==> src/hw/rtl/cswtf_pkg.sv <==
package cswtf_pkg;

    // Lexer modes
    typedef enum logic [2:0] {
        LEX_CODE  = 3'd0,
        LEX_LINE  = 3'd1,
        LEX_BLOCK = 3'd2,
        LEX_STR   = 3'd3,
        LEX_CHR   = 3'd4
    } lex_mode_t;

    // Characters the lexer reacts to
    localparam logic [7:0] CH_SLASH      = 8'h2F;
    localparam logic [7:0] CH_STAR       = 8'h2A;
    localparam logic [7:0] CH_DQUOTE     = 8'h22;
    localparam logic [7:0] CH_SQUOTE     = 8'h27;
    localparam logic [7:0] CH_BSLASH     = 8'h5C;
    localparam logic [7:0] CH_NEWLINE    = 8'h0A;
    localparam logic [7:0] CH_UNDERSCORE = 8'h5F;

    // Register map
    localparam int CFG_ADDR_W  = 6;
    localparam int CFG_DATA_W  = 64;
    localparam int TOKEN_LEN_W = 6;
    localparam int TOKEN_WORDS = 4;
    localparam int TOKEN_BYTES = TOKEN_WORDS * 8;

    typedef logic [2:0] reg_idx_t;
    localparam reg_idx_t REG_TOKEN_LEN     = 3'd0;
    localparam reg_idx_t REG_TOKEN_BYTES_0 = 3'd1;
    localparam reg_idx_t REG_TOKEN_BYTES_1 = 3'd2;
    localparam reg_idx_t REG_TOKEN_BYTES_2 = 3'd3;
    localparam reg_idx_t REG_TOKEN_BYTES_3 = 3'd4;

    // Match-start marks the lexer raises for the current beat
    typedef struct packed {
        logic se_cur;   // current byte may start a match
        logic se_prev;  // the pending slash before it may start a match
    } lex_start_t;

    function automatic logic is_ident(input logic [7:0] b);
        return (b >= 8'h61 && b <= 8'h7A) || (b >= 8'h41 && b <= 8'h5A) ||
               (b >= 8'h30 && b <= 8'h39) || (b == CH_UNDERSCORE);
    endfunction

endpackage

==> src/hw/rtl/cswtf_lexer.sv <==
module cswtf_lexer (
    input  logic                  aclk,
    input  logic                  aresetn,
    input  logic                  beat_valid,
    input  logic [7:0]            byte_in,
    input  logic                  eof,
    input  logic                  at_first,   // no byte of this file seen yet
    input  logic                  at_second,  // exactly one byte seen
    output cswtf_pkg::lex_start_t start
);

    cswtf_pkg::lex_mode_t mode_reg, mode_next;
    logic slash_reg, slash_next;
    logic skip_reg, skip_next;
    logic star_reg, star_next;
    logic ident0_reg, ident1_reg;   // identifier flags of the last two bytes

    // Classify the incoming byte and advance the lexer
    always_comb begin
        logic fresh;
        mode_next     = mode_reg;
        slash_next    = slash_reg;
        skip_next     = skip_reg;
        star_next     = star_reg;
        fresh         = 1'b0;
        start.se_cur  = 1'b0;
        start.se_prev = 1'b0;

        if (mode_reg == cswtf_pkg::LEX_CODE && slash_reg) begin
            slash_next = 1'b0;
            if (byte_in == cswtf_pkg::CH_SLASH) begin
                mode_next = cswtf_pkg::LEX_LINE;
            end else if (byte_in == cswtf_pkg::CH_STAR) begin
                mode_next = cswtf_pkg::LEX_BLOCK;
                star_next = 1'b0;
            end else begin
                // lone slash was code after all
                start.se_prev = at_second || !ident1_reg;
                fresh         = 1'b1;
            end
        end else if (skip_reg) begin
            skip_next = 1'b0;
        end else begin
            case (mode_reg)
                cswtf_pkg::LEX_LINE: begin
                    if (byte_in == cswtf_pkg::CH_NEWLINE) mode_next = cswtf_pkg::LEX_CODE;
                end
                cswtf_pkg::LEX_BLOCK: begin
                    if (star_reg && byte_in == cswtf_pkg::CH_SLASH) begin
                        mode_next = cswtf_pkg::LEX_CODE;
                        star_next = 1'b0;
                    end else begin
                        star_next = (byte_in == cswtf_pkg::CH_STAR);
                    end
                end
                cswtf_pkg::LEX_STR: begin
                    if (byte_in == cswtf_pkg::CH_BSLASH) skip_next = 1'b1;
                    else if (byte_in == cswtf_pkg::CH_DQUOTE) mode_next = cswtf_pkg::LEX_CODE;
                end
                cswtf_pkg::LEX_CHR: begin
                    if (byte_in == cswtf_pkg::CH_BSLASH) skip_next = 1'b1;
                    else if (byte_in == cswtf_pkg::CH_SQUOTE) mode_next = cswtf_pkg::LEX_CODE;
                end
                default: begin
                    mode_next = cswtf_pkg::LEX_CODE;
                    fresh     = 1'b1;
                end
            endcase
        end

        // byte read in code state: open a literal, hold a slash, or mark a start
        if (fresh) begin
            if (byte_in == cswtf_pkg::CH_DQUOTE) begin
                mode_next = cswtf_pkg::LEX_STR;
            end else if (byte_in == cswtf_pkg::CH_SQUOTE) begin
                mode_next = cswtf_pkg::LEX_CHR;
            end else if (byte_in == cswtf_pkg::CH_SLASH && !eof) begin
                slash_next = 1'b1;
            end else begin
                start.se_cur = at_first || !ident0_reg;
            end
        end

        // drop the mode, slash, skip and star state at the end of the file
        if (eof) begin
            mode_next  = cswtf_pkg::LEX_CODE;
            slash_next = 1'b0;
            skip_next  = 1'b0;
            star_next  = 1'b0;
        end
    end

    always_ff @(posedge aclk) begin
        if (!aresetn) begin
            mode_reg  <= cswtf_pkg::LEX_CODE;
            slash_reg <= 1'b0;
            skip_reg  <= 1'b0;
            star_reg  <= 1'b0;
        end else if (beat_valid) begin
            mode_reg  <= mode_next;
            slash_reg <= slash_next;
            skip_reg  <= skip_next;
            star_reg  <= star_next;
        end
    end

    // identifier flags only matter once the byte count says they were loaded
    always_ff @(posedge aclk) begin
        if (beat_valid) begin
            ident0_reg <= cswtf_pkg::is_ident(byte_in);
            ident1_reg <= ident0_reg;
        end
    end

endmodule

==> src/hw/rtl/c_source_whole_word_token_finder_core.sv <==
// Whole-word token finder for C/C++ source: takes one byte of a source file per
// beat on the s_ channel (s_tlast on the final byte) and, in the cycle after the
// final byte is taken, offers one m_ beat whose bit 0 says whether the token set
// in the registers occurs as a whole word starting in code (outside comments,
// string and char literals). A byte is taken every clock while s_tready is high;
// the lexer update and a compare of the token against the last bytes are
// combinational. s_tready is low for one cycle after reset and after each
// register write while the aligned token pattern register reloads, and while a
// result waits with m_tready low. No clearing pass is needed.
module c_source_whole_word_token_finder_core #(
    parameter int MAX_TOKEN_LEN = 32
) (
    input  logic                             aclk,
    input  logic                             aresetn,
    // input bytes
    input  logic                             s_tvalid,
    output logic                             s_tready,
    input  logic [7:0]                       s_tdata,   // [7:0] src_byte
    input  logic                             s_tlast,   // end_of_file
    // result
    output logic                             m_tvalid,
    input  logic                             m_tready,
    output logic [7:0]                       m_tdata,   // [0] found, [7:1] zero
    // registers
    input  logic                             psel,
    input  logic                             penable,
    input  logic                             pwrite,
    input  logic [cswtf_pkg::CFG_ADDR_W-1:0] paddr,
    input  logic [cswtf_pkg::CFG_DATA_W-1:0] pwdata,
    output logic [cswtf_pkg::CFG_DATA_W-1:0] prdata,
    output logic                             pready
);

    localparam int T_W   = $clog2(MAX_TOKEN_LEN + 1);
    localparam int CNT_W = $clog2(MAX_TOKEN_LEN + 2);
    localparam int JW    = (T_W > 5) ? T_W : 5;
    localparam logic [CNT_W-1:0] CNT_MAX = CNT_W'(MAX_TOKEN_LEN + 1);

    // ---------------------------------------------------------------- registers
    logic [cswtf_pkg::TOKEN_LEN_W-1:0] tok_len_reg;
    logic [cswtf_pkg::CFG_DATA_W-1:0]  tok_word_reg [cswtf_pkg::TOKEN_WORDS];
    logic                              cfg_wr;
    cswtf_pkg::reg_idx_t               cfg_idx;

    assign pready  = 1'b1;
    assign cfg_wr  = psel && penable && pwrite;
    assign cfg_idx = paddr[5:3];

    always_ff @(posedge aclk) begin
        if (!aresetn) begin
            tok_len_reg <= cswtf_pkg::TOKEN_LEN_W'(1);
            for (int w = 0; w < cswtf_pkg::TOKEN_WORDS; w++) begin
                tok_word_reg[w] <= '0;
            end
        end else if (cfg_wr) begin
            case (cfg_idx)
                cswtf_pkg::REG_TOKEN_LEN:     tok_len_reg     <= pwdata[cswtf_pkg::TOKEN_LEN_W-1:0];
                cswtf_pkg::REG_TOKEN_BYTES_0: tok_word_reg[0] <= pwdata;
                cswtf_pkg::REG_TOKEN_BYTES_1: tok_word_reg[1] <= pwdata;
                cswtf_pkg::REG_TOKEN_BYTES_2: tok_word_reg[2] <= pwdata;
                cswtf_pkg::REG_TOKEN_BYTES_3: tok_word_reg[3] <= pwdata;
                default: ;
            endcase
        end
    end

    always_comb begin
        case (cfg_idx)
            cswtf_pkg::REG_TOKEN_LEN:
                prdata = cswtf_pkg::CFG_DATA_W'(tok_len_reg);
            cswtf_pkg::REG_TOKEN_BYTES_0: prdata = tok_word_reg[0];
            cswtf_pkg::REG_TOKEN_BYTES_1: prdata = tok_word_reg[1];
            cswtf_pkg::REG_TOKEN_BYTES_2: prdata = tok_word_reg[2];
            cswtf_pkg::REG_TOKEN_BYTES_3: prdata = tok_word_reg[3];
            default:                      prdata = '0;
        endcase
    end

    // ------------------------------------------------------- aligned pattern
    // q[k] is the byte expected k places back from the newest compared byte,
    // i.e. token byte t-1-k; m[k] marks the places inside the token.
    logic [T_W-1:0] t_len;
    logic [7:0]     tok_byte [cswtf_pkg::TOKEN_BYTES];
    logic [7:0]     q_next [MAX_TOKEN_LEN];
    logic [7:0]     q_reg  [MAX_TOKEN_LEN];
    logic [MAX_TOKEN_LEN-1:0] m_next, m_reg;
    logic           hold_reg;

    always_comb begin
        if (int'(tok_len_reg) > MAX_TOKEN_LEN) t_len = T_W'(MAX_TOKEN_LEN);
        else t_len = T_W'(tok_len_reg);
    end

    always_comb begin
        for (int i = 0; i < cswtf_pkg::TOKEN_BYTES; i++) begin
            tok_byte[i] = tok_word_reg[i / 8][(i % 8) * 8 +: 8];
        end
    end

    always_comb begin
        logic [JW-1:0] j;
        for (int k = 0; k < MAX_TOKEN_LEN; k++) begin
            j         = JW'(t_len) - JW'(k) - JW'(1);
            m_next[k] = (k < int'(t_len));
            if (m_next[k] && int'(j) < cswtf_pkg::TOKEN_BYTES) q_next[k] = tok_byte[j[4:0]];
            else q_next[k] = 8'h00;
        end
    end

    // reload every cycle; hold input off the cycle after reset or a write
    always_ff @(posedge aclk) begin
        q_reg <= q_next;
        m_reg <= m_next;
    end

    always_ff @(posedge aclk) begin
        if (!aresetn) hold_reg <= 1'b1;
        else hold_reg <= cfg_wr;
    end

    // ---------------------------------------------------------- byte datapath
    logic                     m_valid_reg;
    logic                     found_reg;
    logic                     s_fire;
    logic [CNT_W-1:0]         cnt_reg;
    logic                     match_reg;
    logic [7:0]               hist_reg [MAX_TOKEN_LEN];
    logic [MAX_TOKEN_LEN-1:0] se_reg;
    logic [MAX_TOKEN_LEN:0]   se_new;
    logic [MAX_TOKEN_LEN-1:0] eq_prev, eq_last;
    cswtf_pkg::lex_start_t    start;
    logic                     hit_prev, hit_last, match_next;

    assign s_tready = !hold_reg && (!m_valid_reg || m_tready);
    assign s_fire   = s_tvalid && s_tready;

    cswtf_lexer u_lexer (
        .aclk       (aclk),
        .aresetn    (aresetn),
        .beat_valid (s_fire),
        .byte_in    (s_tdata),
        .eof        (s_tlast),
        .at_first   (cnt_reg == '0),
        .at_second  (cnt_reg == CNT_W'(1)),
        .start      (start)
    );

    // start marks after this beat's shift
    always_comb begin
        se_new[0] = start.se_cur;
        se_new[1] = se_reg[0] | start.se_prev;
        for (int i = 2; i <= MAX_TOKEN_LEN; i++) begin
            se_new[i] = se_reg[i-1];
        end
    end

    // compare the token against the window ending before and on this byte
    always_comb begin
        for (int k = 0; k < MAX_TOKEN_LEN; k++) begin
            eq_prev[k] = (hist_reg[k] == q_reg[k]) || !m_reg[k];
            if (k == 0) eq_last[k] = (s_tdata == q_reg[k]) || !m_reg[k];
            else eq_last[k] = (hist_reg[(k > 0) ? k - 1 : 0] == q_reg[k]) || !m_reg[k];
        end
    end

    always_comb begin
        hit_prev = (t_len != '0) && (cnt_reg >= CNT_W'(t_len)) && se_new[t_len] &&
                   !cswtf_pkg::is_ident(s_tdata) && (&eq_prev);
        hit_last = (t_len != '0) && s_tlast &&
                   ((CNT_W+1)'(cnt_reg) + (CNT_W+1)'(1) >= (CNT_W+1)'(t_len)) &&
                   se_new[t_len - T_W'(1)] && (&eq_last);
        match_next = match_reg || hit_prev || hit_last;
    end

    // advance count, start marks and hit flag; drop them after the final byte (history shifts below)
    always_ff @(posedge aclk) begin
        if (!aresetn) begin
            cnt_reg   <= '0;
            match_reg <= 1'b0;
            se_reg    <= '0;
        end else if (s_fire) begin
            if (s_tlast) begin
                cnt_reg   <= '0;
                match_reg <= 1'b0;
                se_reg    <= '0;
            end else begin
                if (cnt_reg < CNT_MAX) cnt_reg <= cnt_reg + CNT_W'(1);
                match_reg <= match_next;
                se_reg    <= se_new[MAX_TOKEN_LEN-1:0];
            end
        end
    end

    always_ff @(posedge aclk) begin
        if (s_fire) begin
            hist_reg[0] <= s_tdata;
            for (int i = 1; i < MAX_TOKEN_LEN; i++) begin
                hist_reg[i] <= hist_reg[i-1];
            end
        end
    end

    // result slot: load on the final byte, drop once taken
    always_ff @(posedge aclk) begin
        if (!aresetn) begin
            m_valid_reg <= 1'b0;
        end else if (s_fire && s_tlast) begin
            m_valid_reg <= 1'b1;
        end else if (m_tready) begin
            m_valid_reg <= 1'b0;
        end
    end

    always_ff @(posedge aclk) begin
        if (s_fire && s_tlast) found_reg <= match_next;
    end

    assign m_tvalid = m_valid_reg;
    assign m_tdata  = {7'd0, found_reg};

endmodule

==> config.mk <==
export PLATFORM = sky130hd
export DESIGN_NAME = c_source_whole_word_token_finder_core
export DESIGN_NICKNAME = d
export VERILOG_FILES = /design/src/hw/rtl/cswtf_pkg.sv /design/src/hw/rtl/cswtf_lexer.sv /design/src/hw/rtl/c_source_whole_word_token_finder_core.sv
export SDC_FILE = /design/constraint.sdc
export NUM_CORES = 2
export LEC_CHECK = 0
export ABC_CLOCK_PERIOD_IN_PS = 16500
export BUFFER_PORTS_ARGS = -buffer_cell sky130_fd_sc_hd__buf_4
export CORE_AREA = 10 10 329 331
export DETAILED_ROUTE_END_ITERATION = 8
export DIE_AREA = 0 0 339 341
export MAX_ROUTING_LAYER = met4
export PLACE_DENSITY = 0.65
export SYNTH_ARGS = -nofsm -noshare
export SYNTH_HDL_FRONTEND = slang
export SYNTH_SLANG_ARGS = --single-unit
==> constraint.sdc <==
create_clock -name aclk -period 16.5 [get_ports aclk]
set_input_delay 0.825 -clock aclk [delete_from_list [all_inputs] [get_ports aclk]]
set_output_delay 0.825 -clock aclk [all_outputs]
set_load 0.01 [all_outputs]
; Word level (Yosys, flattened, before mapping)
; Memories as Yosys holds them, arrays and structs flattened.
; Cells that the tools add are included.
; Widths: inputs -> output; s select.
[totals]
reg_bits = 344
mem_bits_rw = 512
wordCells = 693
mem_count = 2
[memory_table]
columns = name, depth, width, read_ports, rd_ports_with_merged_regs, write_ports, line
row1 = hist_reg, 32, 8, 32, 0, 32, c_source_whole_word_token_finder_core.sv:127  ; logic [7:0] hist_reg [MAX_TOKEN_LEN];
row2 = tok_word_reg, 4, 64, 4, 0, 4, c_source_whole_word_token_finder_core.sv:41  ; logic [cswtf_pkg::CFG_DATA_W-1:0] tok_word_reg [cswtf_pkg::TOKEN_WORDS];
[op_classes]
add_sub_neg = 64
n_lt_le_gt_ge = 108
n_eq_ne = 84
muxes = 176
bitwise_logic = 37
n_reduce_logical = 176
[ops]
columns = cell, n
row1 = $bmux 8 s5, 32
row2 = $eq 8x8->1, 64
row3 = $mux 8, 64
row4 = $pmux 64 s5, 1
row5 = $mux 64, 4
row6 = $lt 6x6->1 const B, 33
row7 = $ge 6x6->1 const B, 32
row8 = $not 5->6, 32
row9 = $sub 6x1->6 const B, 32
row10 = $lt 5x6->1 const A, 16
row11 = $sub 6x5->6 const B, 16
row12 = $logic_or 1x1->1, 72
row13 = $reduce_and 32->1, 2
row14 = $mux 1, 54
row15 = $logic_and 1x1->1, 51
row16 = $lt 4x6->1 const A, 8
row17 = $sub 6x4->6 const B, 8
row18 = $mux 3, 14
row19 = $logic_not 1->1, 38
row20 = $eq 8x6->1 const B, 4
row21 = $mux 32, 1
row22 = $lt 3x6->1 const A, 4
row23 = $sub 6x3->6 const B, 4
row24 = $mux 6, 3
row25 = 33 further kinds, 56

; Logic depth before layout (Yosys ltp)
[logic_depth]
ltp_word = 14
depth_mapped = 17

; Modules after synthesis
; Synthesis repeated with hierarchy kept, for this count alone.
[hier_totals]
hier_cells = 4436
area_unflattened_um2 = 50510.9
[by_module_without_submodules]
columns = mod, n_inst, cells_per_inst, area_per_inst_um2, seq_area_each_um2
row1 = c_source_whole_word_token_finder_core, 1, 4336, 49740.2, 22111.2
row2 = cswtf_lexer, 1, 100, 770.7, 180.2

; Worst setup path after synthesis
; OpenSTA, ideal clock, no wires.
[synth_timing]
kind = input to register
from = input port m_tready
to = memory hist_reg[0][0], enable pin
setup_time_ns = 0.723
arrival_time_ns = 8.579
required_time_ns = 15.777
setup_slack_ns = 7.198
stages = 5
path_buffers = 1
path_cell_list = nand2b_1 -> nor2b_1 -> nand2_1 -> inv_2 -> clkbuf_1
[synth_rtl]
columns = item, line
row1 = start: declaration, c_source_whole_word_token_finder_core.sv:22  ; input logic m_tready,
row2 = end: declaration, c_source_whole_word_token_finder_core.sv:127

; Final worst setup path
[layout_timing]
from = register tok_len_reg[5] in the netlist's numbering
to = register q_reg[88] in the netlist's numbering
[layout_between]
elab_chain_cells = 8
[layout_rtl]
columns = item, line
row1 = start: declaration, c_source_whole_word_token_finder_core.sv:40  ; logic [cswtf_pkg::TOKEN_LEN_W-1:0] tok_len_reg;
row2 = start signal: assignment, c_source_whole_word_token_finder_core.sv:51  ; tok_len_reg <= cswtf_pkg::TOKEN_LEN_W'(1);
row3 = start signal: assignment, c_source_whole_word_token_finder_core.sv:57  ; cswtf_pkg::REG_TOKEN_LEN: tok_len_reg <= pwdata[cswtf_pkg::TOKEN_LEN_W-1:0];
row4 = $gt 6x6->1, c_source_whole_word_token_finder_core.sv:90  ; if (int'(tok_len_reg) > MAX_TOKEN_LEN) t_len = T_W'(MAX_TOKEN_LEN);
row5 = $mux 6 (*), c_source_whole_word_token_finder_core.sv:90
row6 = $sub 6x5->6, c_source_whole_word_token_finder_core.sv:103  ; j = JW'(t_len) - JW'(k) - JW'(1);
row7 = $sub 6x1->6, c_source_whole_word_token_finder_core.sv:103
row8 = $not 5->6 (not written as such), c_source_whole_word_token_finder_core.sv:105  ; if (m_next[k] && int'(j) < cswtf_pkg::TOKEN_BYTES) q_next[k] = tok_byte[j[4:0]];
row9 = $bmux 8 s5, c_source_whole_word_token_finder_core.sv:105
row10 = $mux 8 (not written as such) (2 in series), c_source_whole_word_token_finder_core.sv:105
row11 = end signal: assignment, c_source_whole_word_token_finder_core.sv:112  ; q_reg <= q_next;
row12 = end: declaration, c_source_whole_word_token_finder_core.sv:85  ; logic [7:0] q_reg [MAX_TOKEN_LEN];
; Mark *: on every way between the ends. The rest lies on a longest branch, timed or not. The select of a mux whose other input is x is not followed.
; A chain may end at the register's enable or synchronous reset.

==> run summary <==
GP Congestion: 1.14
FFs w/ async S/R, synth: 0
Post-Synth Simple-Gate Area: 0.120
Initial Util: 0.498
layer with the highest usage: met2
initial antenna violation count: 17
max-cap violations: 0
Mapped Cells: 4441
Die Y: 341 um
DRT Pass-1 Iters: 6
Port Buffers: 149
postcts setup bufs: 0
Area Overhead vs Synth: 10.9%
fill count: 8742
register area: 22300 um2
gr ovfl total: 0
sequential-to-total area share from yosys stat: 0.441
multi-input combinational cell area: 27000 um2
Critical Path Sink Type: flop
Arr. time, crit path: 6.82 ns
Setup CP Type: reg2reg
Setup Skew: 0.0337 ns
final count of hold timing violations: 0
VDD IR max: 0.0000823 V
Leakage: 21.5 nW
adder-cell share of the synthesized area: 0.00866
XOR/XNOR share of the synthesized area: 0.0999
drt drc: 0
CTS Buffer Depth: 3
most frequent cells in the layout: mux2i_1 (661), nand2_1 (574), xnor2_1 (544)
Max Slew Vio Count: 0
via/cell ratio: 6.50
Hold Path Class: in2reg
grt met2 use: 0.487
post-cts resize count: 0
DRT iter0 DRCs: 6363
top-area cell type share of the netlist area: 0.306
# rows: 117
required time worst endpoint: 17.09 ns
syn_area_per_cell: 11.4 um2
layout cells sized above 1: 0.139
Tmin final: 6.23 ns
actual slew at the worst max-slew pin: 1.39 ns
Setup TNS: 0 ns
post-synth top area cell: edfxtp_1
Ports: 161
DP Worst Slack: 10.64 ns
worst skew pair latency: 0.73 ns
Final WS setup: 10.27 ns
Max H-tree Level: 3
first-pass GRT wire length: 279000 um
Synth Register Bits: 856
total power draw: 5.32 mW
CTS Buf Count: 94
Final HPWL DP: 157000 um
commonest non-fill, non-tap cell in the layout: mux2i_1
post-layout util: 0.553
final period utilization: 0.378
Root Buffer: clkbuf_16
vias in the first global route: 35700
outcome: completed
Die W: 339 um
Post-DRT Antenna Nets: 0
slew margin rel.: 0.0495
crit path max fanout: 50
pin count of the biggest net entering global routing: 107
WL per Instance: 33.9 um
dominant synthesized flop cell: edfxtp_1
Post-Route WL: 202000 um
core area: 101000 um2
Final setup viols: 0
Die ar.: 116000 um2
RSZ-0062 raised after global routing: false
Post-synth EDFFs: 515
GRT Overall Usage: 0.348
met3 usage: 0.0892
Hold Buf Count CTS: 0
met1 usage: 0.445
final layout net count: 4609
Synth cell types: 80
via count: 38700
Compound-Gate Fraction of Synth Area: 0.0714
synth warn: 0
main combinational cell family by area after synthesis: multiplexers
Setup crit start kind: flop
Netlist Area Pre-Place: 50500 um2
PwrDens: 94.9 nW/um2
Hold WS: 0.347 ns
clock sink count: 856
fmax: 160 MHz
Synth area leaders: edfxtp_1 (31%), dfxtp_1 (14%), mux2i_1 (13%)
CTS tree: built
Clk pin slew, worst setup/hold paths: 0.06 ns
mux share of post-synthesis cell area: 0.231
worst paths after layout:
path | end | depth (start not counted) | from | slack, ns
worst min register to register | tok_len_reg[0] | 2 | tok_len_reg[0] | 0.48
worst max-delay path | q_reg[88] | 10 | tok_len_reg[5] | 10.27
worst max register to register | q_reg[88] | 10 | tok_len_reg[5] | 10.27
worst min-delay path | hist_reg[0][7] | 1 | s_tdata[7] | 0.35
layout make-up:
cell class,instances,area share
timing repair buffer,212,0.0284
sequential,856,0.398
inverter,27,0.00219
multi-input combinational,3297,0.482
clock buffer,140,0.0494
antenna,14,0.000625
clock inverter,38,0.00899
tap,1368,0.0305
power by group:
group	internal [mW]	switching, mW
clock	1.31	0.913
combinational	0.228	0.433
sequential	2.34	0.0925
total	3.88	1.44
per-stage QoR:
step | cell area, um2 | instances
after floorplan | 50600 | 4447
after global placement | 52800 | 5760
after detailed placement | 52800 | 5760
after CTS | 56000 | 5938
after global routing | 56100 | 5951
final | 56100 | 5952
synth_stat cells (6+ instances only):
| master | number |
|---|---|
| mux2i_1 | 661 |
| nand2_1 | 575 |
| xnor2_1 | 546 |
| edfxtp_1 | 515 |
| dfxtp_1 | 341 |
| and2_1 | 274 |
| a21oi_1 | 238 |
| mux4_2 | 224 |
| nand4_1 | 150 |
| clkbuf_1 | 132 |
| a22oi_1 | 123 |
| o21ai_0 | 104 |
| nor2_1 | 64 |
| buf_2 | 51 |
| buf_1 | 44 |
| a21boi_0 | 37 |
| ha_1 | 35 |
| nand3b_1 | 33 |
| nor2b_1 | 28 |
| nand3_1 | 24 |
| buf_4 | 21 |
| inv_1 | 20 |
| buf_6 | 17 |
| nand2b_1 | 15 |
| a31oi_1 | 12 |
| and3_1 | 11 |
| a22o_1 | 8 |
| o21a_1 | 8 |
| xor2_1 | 8 |
| o211ai_1 | 7 |
| o22ai_1 | 7 |
| xnor2_2 | 7 |
| a21o_1 | 6 |
| nor4_1 | 6 |
| o21ai_1 | 6 |
layer usage:
| layer | routed length, um | vias up |
|---|---|---|
| li1 | - | 16400 |
| met3 | 23600 | 509 |
| met4 | 16200 | 0 |
| met1 | 78400 | 19200 |
| met2 | 83800 | 2548 |
| met5 | 0 | - |
cells by family (layout without fill, tap and decap cells):
kind of cell             after synthesis  count (layout)
other                                  2              22
AO/OA/AOI/OAI                        591             591
AND/OR/NAND/NOR                     1211            1211
adder cells (fa/ha/maj)               35              35
XOR/XNOR                             564             564
flip-flops                           856             856
buffers and inverters                294             417
multiplexers                         888             888
critical path, cell delays in order (launching register included):
cell      delay (ns)
dfxtp_2         0.35
buf_4           0.35
nand2b_4        0.71
ha_4            0.70
buf_4           0.80
buf_4           0.79
mux2i_1         0.65
mux2i_1         0.28
mux2i_1         0.90
nand2_1         0.13
a21oi_1         0.33
(Power assumes the default switching activity.)
